--- config.mk ---
export PLATFORM = sky130hd
export DESIGN_NAME = bignum_small_word_mul_div_engine
export DESIGN_NICKNAME = d
export VERILOG_FILES = /design/src/sv/bsm_pkg.sv /design/src/sv/bsm_ram.sv /design/src/sv/bignum_small_word_mul_div_engine.sv
export VERILOG_INCLUDE_DIRS = /design/src /design/src/sv
export SDC_FILE = /design/constraint.sdc
export NUM_CORES = 1
export LEC_CHECK = 0
export ABC_CLOCK_PERIOD_IN_PS = 14250
export BUFFER_PORTS_ARGS = -buffer_cell sky130_fd_sc_hd__buf_2
export CAP_MARGIN = 20
export CORE_MARGIN = 4
export CORE_UTILIZATION = 40
export CTS_CLUSTER_SIZE = 30
export DETAILED_ROUTE_END_ITERATION = 8
export PLACE_DENSITY_LB_ADDON = 0.15
export SETUP_SLACK_MARGIN = 0.2
export SLEW_MARGIN = 10
export SYNTH_ARGS = -nofsm -noshare
export SYNTH_HDL_FRONTEND = slang
export SYNTH_HIERARCHICAL = 1
export SYNTH_SLANG_ARGS = --single-unit
export TNS_END_PERCENT = 5
--- constraint.sdc ---
create_clock -name clk -period 14.25 [get_ports clk]
set_clock_uncertainty 0.05 [all_clocks]
set_input_delay 0.7125 -clock clk [delete_from_list [all_inputs] [get_ports clk]]
set_output_delay 0.7125 -clock clk [all_outputs]
set_load 0.01 [all_outputs]
--- src/sv/assert_macros.svh ---
// Assertion helpers; compiled out when SYNTHESIS is defined.
`ifndef ASSERT_MACROS_SVH
`define ASSERT_MACROS_SVH
`ifndef SYNTHESIS
`define BSM_ASSERT(label, clk, rst, prop, msg) \
  label: assert property (@(posedge clk) disable iff (rst) (prop)) else $error(msg);
`define BSM_NEVER(label, clk, rst, expr, msg) \
  label: assert property (@(posedge clk) disable iff (rst) !(expr)) else $error(msg);
`else
`define BSM_ASSERT(label, clk, rst, prop, msg)
`define BSM_NEVER(label, clk, rst, expr, msg)
`endif
`endif

--- src/sv/bsm_pkg.sv ---
package bsm_pkg;

  localparam int unsigned LIMB_W    = 8;
  localparam int unsigned WORD_W    = 16;
  localparam int unsigned MODE_W    = 3;
  localparam int unsigned IDX_W     = 5;
  localparam int unsigned CFG_IDX_W = 1;

  typedef enum logic [MODE_W-1:0] {
    MODE_WRITE = 3'd0,
    MODE_READ  = 3'd1,
    MODE_MUL   = 3'd2,
    MODE_DIV   = 3'd3,
    MODE_ADD   = 3'd4,
    MODE_SUB   = 3'd5
  } mode_t;

  typedef enum logic [CFG_IDX_W-1:0] {
    REG_MULTIPLIER = 1'b0,
    REG_DIVISOR    = 1'b1
  } reg_idx_t;

  typedef enum logic [1:0] {
    ST_IDLE,
    ST_EX,
    ST_DIV,
    ST_DONE
  } state_t;

endpackage

--- src/sv/bsm_ram.sv ---
module bsm_ram #(
  parameter int unsigned WIDTH = 8,
  parameter int unsigned DEPTH = 32
) (
  input  logic                             clk,
  input  logic                             we,
  input  logic [$clog2(DEPTH)-1:0]         waddr,
  input  logic [WIDTH-1:0]                 wdata,
  input  logic [$clog2(DEPTH)-1:0]         raddr,
  output logic [WIDTH-1:0]                 rdata
);

  logic [WIDTH-1:0] mem [DEPTH];

  always_ff @(posedge clk) begin
    if (we) begin
      mem[waddr] <= wdata;
    end
    rdata <= mem[raddr];
  end

endmodule

--- src/sv/bignum_small_word_mul_div_engine.sv ---
// One unsigned big number of NUM_LIMBS bytes lives in a single-port-write,
// registered-read RAM (limb 0 is the least significant byte). An item writes
// or reads a limb, multiplies the number by the multiplier register, adds or
// subtracts a 16-bit operand (one RAM read-modify-write per limb, next read
// issued alongside the write), or divides in place by the divisor register
// (a bit-serial restoring divider, walking from the top limb down). One item
// is worked at a time; the result sits in an output register, so a new item
// is taken while it waits. Per-limb valid flops make the number read as zero
// after reset, with no clearing pass. Configuration writes are taken every
// cycle and must only come while idle.
`include "assert_macros.svh"

module bignum_small_word_mul_div_engine #(
  parameter int unsigned NUM_LIMBS = 32
) (
  input  logic                              clk,
  input  logic                              rst,
  input  logic                              in_valid,
  output logic                              in_ready,
  input  logic [bsm_pkg::MODE_W-1:0]        mode,
  input  logic [bsm_pkg::IDX_W-1:0]         limb_index,
  input  logic [bsm_pkg::LIMB_W-1:0]        limb_data,
  input  logic [bsm_pkg::WORD_W-1:0]        operand,
  input  logic                              dividend_is_power,
  output logic                              out_valid,
  input  logic                              out_ready,
  output logic [bsm_pkg::LIMB_W-1:0]        limb_value,
  output logic [bsm_pkg::WORD_W-1:0]        side_value,
  input  logic                              cfg_valid,
  output logic                              cfg_ready,
  input  logic [bsm_pkg::CFG_IDX_W-1:0]     cfg_index,
  input  logic [bsm_pkg::WORD_W-1:0]        cfg_data
);
  import bsm_pkg::*;

  localparam int unsigned AW = $clog2(NUM_LIMBS);
  localparam logic [AW-1:0] LAST = AW'(NUM_LIMBS - 1);

  state_t state, state_next;
  mode_t  op_mode, op_mode_next;
  logic [AW-1:0]     cnt, cnt_next;
  logic [2:0]        bitcnt, bitcnt_next;
  logic [WORD_W-1:0] rem, rem_next;
  logic [LIMB_W-1:0] qsh, qsh_next;
  logic [LIMB_W-1:0] res_limb, res_limb_next;
  logic [WORD_W-1:0] operand_q, operand_next;
  logic              power_q, power_next;
  logic [WORD_W-1:0] multiplier, divisor;
  logic [NUM_LIMBS-1:0] vld;
  logic              rd_vld;

  logic              mem_we;
  logic [AW-1:0]     mem_waddr, mem_raddr;
  logic [LIMB_W-1:0] mem_wdata, mem_rdata;

  logic              in_acc, in_range, out_load, dsmall, last, advance;
  logic [8:0]        idx_ext;
  logic [AW-1:0]     idx_addr, cnt_adv;
  logic [LIMB_W-1:0] limb_cur, part;
  logic [23:0]       prod, acc;
  logic [9:0]        sum;
  logic [8:0]        subv, diff;
  logic [16:0]       t17;
  logic              ge;

  bsm_ram #(.WIDTH(LIMB_W), .DEPTH(NUM_LIMBS)) u_ram (
    .clk   (clk),
    .we    (mem_we),
    .waddr (mem_waddr),
    .wdata (mem_wdata),
    .raddr (mem_raddr),
    .rdata (mem_rdata)
  );

  assign in_ready  = (state == ST_IDLE);
  assign cfg_ready = 1'b1;
  assign in_acc    = in_valid && in_ready;
  assign idx_ext   = 9'(limb_index);
  assign in_range  = idx_ext < 9'(NUM_LIMBS);
  assign idx_addr  = idx_ext[AW-1:0];
  assign dsmall    = divisor < WORD_W'(2);
  assign last      = (op_mode == MODE_DIV) ? (cnt == '0) : (cnt == LAST);
  assign cnt_adv   = (op_mode == MODE_DIV) ? cnt - AW'(1) : cnt + AW'(1);
  assign limb_cur  = rd_vld ? mem_rdata : '0;
  assign out_load  = (state == ST_DONE) && (!out_valid || out_ready);

  // per-limb datapath
  assign prod = 24'(limb_cur) * 24'(multiplier);
  assign acc  = prod + 24'(rem);
  assign part = (cnt == AW'(0)) ? operand_q[7:0] :
                (cnt == AW'(1)) ? operand_q[15:8] : '0;
  assign sum  = 10'(limb_cur) + 10'(part) + 10'(rem[0]);
  assign subv = 9'(part) + 9'(rem[0]);
  assign diff = 9'(limb_cur) - subv;
  assign t17  = {rem, qsh[7]};
  assign ge   = t17 >= 17'(divisor);

  always_comb begin
    state_next    = state;
    op_mode_next  = op_mode;
    cnt_next      = cnt;
    bitcnt_next   = bitcnt;
    rem_next      = rem;
    qsh_next      = qsh;
    res_limb_next = res_limb;
    operand_next  = operand_q;
    power_next    = power_q;
    mem_we        = 1'b0;
    mem_waddr     = cnt;
    mem_wdata     = '0;
    mem_raddr     = cnt;
    advance       = 1'b0;

    unique case (state)
      ST_IDLE: begin
        if (in_acc) begin
          operand_next  = operand;
          power_next    = dividend_is_power;
          res_limb_next = '0;
          rem_next      = '0;
          state_next    = ST_DONE;
          unique case (mode)
            MODE_WRITE: begin
              op_mode_next = MODE_WRITE;
              mem_we       = in_range;
              mem_waddr    = idx_addr;
              mem_wdata    = limb_data;
            end
            MODE_READ: begin
              op_mode_next = MODE_READ;
              mem_raddr    = idx_addr;
              cnt_next     = idx_addr;
              if (in_range) begin
                state_next = ST_EX;
              end
            end
            MODE_MUL, MODE_ADD, MODE_SUB: begin
              op_mode_next = mode_t'(mode);
              cnt_next     = '0;
              mem_raddr    = '0;
              state_next   = ST_EX;
            end
            MODE_DIV: begin
              op_mode_next = MODE_DIV;
              cnt_next     = LAST;
              mem_raddr    = LAST;
              rem_next     = WORD_W'(dividend_is_power && !dsmall);
              state_next   = ST_EX;
            end
            default: begin
              op_mode_next = MODE_WRITE;
            end
          endcase
        end
      end
      ST_EX: begin
        mem_waddr = cnt;
        unique case (op_mode)
          MODE_READ: begin
            res_limb_next = limb_cur;
            state_next    = ST_DONE;
          end
          MODE_MUL: begin
            mem_we    = 1'b1;
            mem_wdata = acc[7:0];
            rem_next  = acc[23:8];
            advance   = 1'b1;
          end
          MODE_ADD: begin
            mem_we    = 1'b1;
            mem_wdata = sum[7:0];
            rem_next  = WORD_W'(sum[8]);
            advance   = 1'b1;
          end
          MODE_SUB: begin
            mem_we    = 1'b1;
            mem_wdata = diff[7:0];
            rem_next  = WORD_W'(9'(limb_cur) < subv);
            advance   = 1'b1;
          end
          MODE_DIV: begin
            if (dsmall) begin
              mem_we    = 1'b1;
              mem_wdata = power_q ? '0 : limb_cur;
              advance   = 1'b1;
            end else begin
              qsh_next    = power_q ? '0 : limb_cur;
              bitcnt_next = '0;
              state_next  = ST_DIV;
            end
          end
          default: begin
            state_next = ST_DONE;
          end
        endcase
      end
      ST_DIV: begin
        // one restoring step: shift in the next dividend bit, subtract if it fits
        rem_next    = ge ? 16'(t17 - 17'(divisor)) : t17[15:0];
        qsh_next    = {qsh[6:0], ge};
        bitcnt_next = bitcnt + 3'd1;
        if (bitcnt == 3'd7) begin
          mem_we    = 1'b1;
          mem_waddr = cnt;
          mem_wdata = {qsh[6:0], ge};
          advance   = 1'b1;
        end
      end
      ST_DONE: begin
        if (out_load) begin
          state_next = ST_IDLE;
        end
      end
      default: begin
        state_next = ST_IDLE;
      end
    endcase

    // move to the next limb, issuing its read alongside this write
    if (advance) begin
      if (last) begin
        state_next = ST_DONE;
      end else begin
        cnt_next   = cnt_adv;
        mem_raddr  = cnt_adv;
        state_next = ST_EX;
      end
    end
  end

  always_ff @(posedge clk) begin
    if (rst) begin
      state      <= ST_IDLE;
      out_valid  <= 1'b0;
      vld        <= '0;
      multiplier <= WORD_W'(1);
      divisor    <= WORD_W'(2);
    end else begin
      state <= state_next;
      if (out_load) begin
        out_valid <= 1'b1;
      end else if (out_ready) begin
        out_valid <= 1'b0;
      end
      if (mem_we) begin
        vld[mem_waddr] <= 1'b1;
      end
      if (cfg_valid && cfg_ready) begin
        unique case (reg_idx_t'(cfg_index))
          REG_MULTIPLIER: multiplier <= cfg_data;
          REG_DIVISOR:    divisor    <= cfg_data;
          default: ;
        endcase
      end
    end
  end

  always_ff @(posedge clk) begin
    op_mode   <= op_mode_next;
    cnt       <= cnt_next;
    bitcnt    <= bitcnt_next;
    rem       <= rem_next;
    qsh       <= qsh_next;
    res_limb  <= res_limb_next;
    operand_q <= operand_next;
    power_q   <= power_next;
    rd_vld    <= vld[mem_raddr];
    if (out_load) begin
      limb_value <= res_limb;
      side_value <= rem;
    end
  end

  `BSM_ASSERT(a_div_write_last_bit, clk, rst,
              (state == ST_DIV && mem_we) |-> (bitcnt == 3'd7),
              "quotient byte written before all eight bits")
  `BSM_ASSERT(a_div_rem_below, clk, rst,
              (state == ST_DIV) |-> (rem < divisor),
              "partial remainder reached the divisor")
  `BSM_ASSERT(a_out_from_done, clk, rst,
              $rose(out_valid) |-> ($past(state) == ST_DONE),
              "result shown without a finished item")
  `BSM_NEVER(a_div_small, clk, rst,
             (state == ST_DIV) && dsmall,
             "bit-serial divide entered with divisor below two")

endmodule

==> reports/results.ini <==
[die]
initial_utilization=0.4059
row_count=87
dieArea_um2=61350
pin_count=82
die_x_um=247.7
core_um2=56600
die_y_um=247.7

[setup_path]
cp_common_cell=fa_1
crit_chain=buf_4, and2_1, nand2_1, fa_1, inv_1, fa_1, inv_1, fa_1, fa_1, inv_1, ha_1, o21ai_0, nor2_1, o31ai_1, a21oi_1, a221oi_1, o21ai_0, a31oi_1, xor2_1, o22ai_1
cp-start-kind=flop
critPathArrivalTime_ns=7.43
worstPathBufferInverterCount=4
worst-path-max-fanout=98
r2r_end=rem[14]
worst_path_largest_cell_delay_ns=0.84
end_kind=flop
critPathKind=reg -> reg
rr_startpoint=rd_vld
rr_worst_depth=20
required_ns=14.50
ff2ff_setup_slack_ns=7.07
critPathSlowestCell=and2_1
cp_top_family=adder cells

[sta]
max-slew-margin-rel=0.2498
fin_setup_tns_ns=0
rsz0062_at_grt=no
slew_viol_final=0
finalCriticalPeriod_ns=7.181
tightestPinTransition_ns=1.117
finalCritPeriodShare=0.5039
hold_viol=0
hold-worst-slack_ns=0.2287
max_clock_freq_mhz=139.3
setup_viol=0

[placed_design]
postPlaceCellArea_um2=24220
gp_congestion=0.8471
place_hpwl_mm=43.53
portBuffers=80
place_inst=2623

[yosys]
synth_top_area_cell=edfxtp_1
mappedNetlistArea_um2=22980
synthArstFlopShare=0
synth-edff-count=335
yosysSeqAreaShare=0.5084
synth_ff_type=edfxtp_1
synth_cell_types=78
yosysWarnings=6
synth.top_cells.by_count=335 x edfxtp_1, 203 x inv_1, 148 x nand2_1
syn_inst=1845
yosysTopAreaCellShare=0.4378
yosys-top-cells-area=edfxtp_1 44%, fa_1 9.1%, mux4_2 7.8%
mappedNetlistNets=2093
syn_avg_cell_area_um2=12.45
ys_seq_elements=416
synth.most_common_cell=edfxtp_1

[clock_tree]
cts.sinks=416
clockBufferDepth=3
cts_resized=0
clock_latency_ns=0.61
clk_pin_slew_ns=0.06
cts_buffers=47
cts_setup_buffers=0
cts_tree=yes
ctsHoldBuffers=0
h-tree-depth=2
root_buffer=clkbuf_16

[global_routing]
grt_pass1_vias=14980
antenna_found_initial=3
grt_pass1_wl_mm=93.52
grt_usage=0.2011
grt_max_degree=99
grt_overflow=0

[power_and_ir_drop]
vdd_drop_max_mv=0.1035
finalPower_mw=4.696
power_density_nw_per_um2=182.0
p_leak_nw=10.23

[worst_hold_path]
min_path_cells=1
worstHoldPathType=in -> reg
hp-start=operand[7]
whs_endpoint=operand_q[7]

[finish]
drive_above_1_share=0.1548
synthToLayoutAreaGrowth_pct=12.27
final_area_um2=25800
fin_cells=2708
fillCellCount=5178
nets=2166

[routing]
vias=14960
dr.first_iter.drc_count=1284
wire_per_inst_um=22.68
drc=0
routed_via_density=5.525
wl_mm=61.43
dr.pass1.iters=5
ant_nets=0

[run]
max_cap_violations=0

[run_status]
status=finished clean

[flip-flops by register name (all words and copies together) (netlist names), 16 cells and up]
name and count:
vld 32, u_ram/mem 256, multiplier 16, side_value 16
divisor 16, rem 16, operand_q 16
[logic make-up (layout without fill, tap and decap cells)]
family          Yosys count  in the layout  share of synthesized area
simple gates            506            506                     0.1081
other cells               1              2                  0.0001632
xor+xnor                 41             41                    0.01563
compound gates          281            281                    0.08064
buf+inv                 286            392                    0.04922
fa+ha+maj               193            193                     0.1391
flops                   416            416                     0.5084
mux                     121            121                    0.09883
[through the flow]
| stage | util | setup WS (ns) |
|---|---|---|
| after floorplan | - | 8.719 |
| after global placement | 0.4273 | 7.477 |
| after detailed placement | 0.4279 | 7.153 |
| after CTS | 0.4553 | 7.152 |
| after global routing | 0.4557 | 6.553 |
| final | 0.4558 | 7.069 |
[where the power goes]
part           internal (mW)  switching (mW)
sequential              1.48           0.154
combinational          0.768            1.08
clock                  0.702           0.508
[layout by cell type (no fill, tap or decap), types with 14 or more instances in the layout]
cell type and n:
mux2_2 14, clkbuf_16 47, edfxtp_1 335, a21o_1 14, o21ai_0 32, and2_1 14
nor3_1 19, and3_1 98, buf_2 81, mux2i_1 22, o22ai_1 14, mux4_2 80
fa_1 104, xor2_1 15, ha_1 89, buf_4 24, nor2_1 127, a21oi_1 110
nand2_1 148, inv_1 202, xnor2_1 26, nand3_1 15, dfxtp_1 80
[per-layer routing]
layer | share of wire | vias to the layer above | track usage | routed length [um]
met4 | 0.023 | 4 | 0.05077 | 1405
met5 | 0.00052 | - | 0 | 32
met1 | 0.45 | 7566 | 0.2858 | 27480
met3 | 0.065 | 91 | 0.03511 | 3994
met2 | 0.46 | 479 | 0.3229 | 28520
li1 | - | 6822 | - | -
[cell type report]
type                    instances  area, um^2  share of cell area
clock buffers                  65        1305             0.05058
diodes                          1       2.502          0.00009700
well taps                     756       945.9             0.03667
multi-input cells            1143       10220              0.3963
flip-flops and latches        416       11680              0.4528
inverters                     203       762.0             0.02954
clock inverters                17       247.7            0.009603
repair buffers                107       628.1             0.02435
[worst register-to-register path: stages (launching register included)]
cell and delay [ns]:
dfxtp_2 0.31, buf_4 0.56, and2_1 0.87, nand2_1 0.20, fa_1 0.55, inv_1 0.05, fa_1 0.50, inv_1 0.05
fa_1 0.46, fa_1 0.56, inv_1 0.05, ha_1 0.33, o21ai_0 0.09, nor2_1 0.10, o31ai_1 0.57, a21oi_1 0.27
a221oi_1 0.47, o21ai_0 0.27, a31oi_1 0.24, xor2_1 0.23, o22ai_1 0.11
[how the worst max path moves through the flow]
stage / slack (ns) / endpoint / from / cells past startpoint
after global routing: 6.55 / rem[14] / rd_vld / 20
after floorplan: 8.72 / rem[14] / rd_vld / 21
after global placement: 7.48 / rem[14] / rd_vld / 20
after detailed placement: 7.15 / rem[14] / rd_vld / 20
final: 7.07 / rem[14] / rd_vld / 20
after CTS: 7.15 / rem[14] / rd_vld / 20
Power figures use the tool's default switching activity.
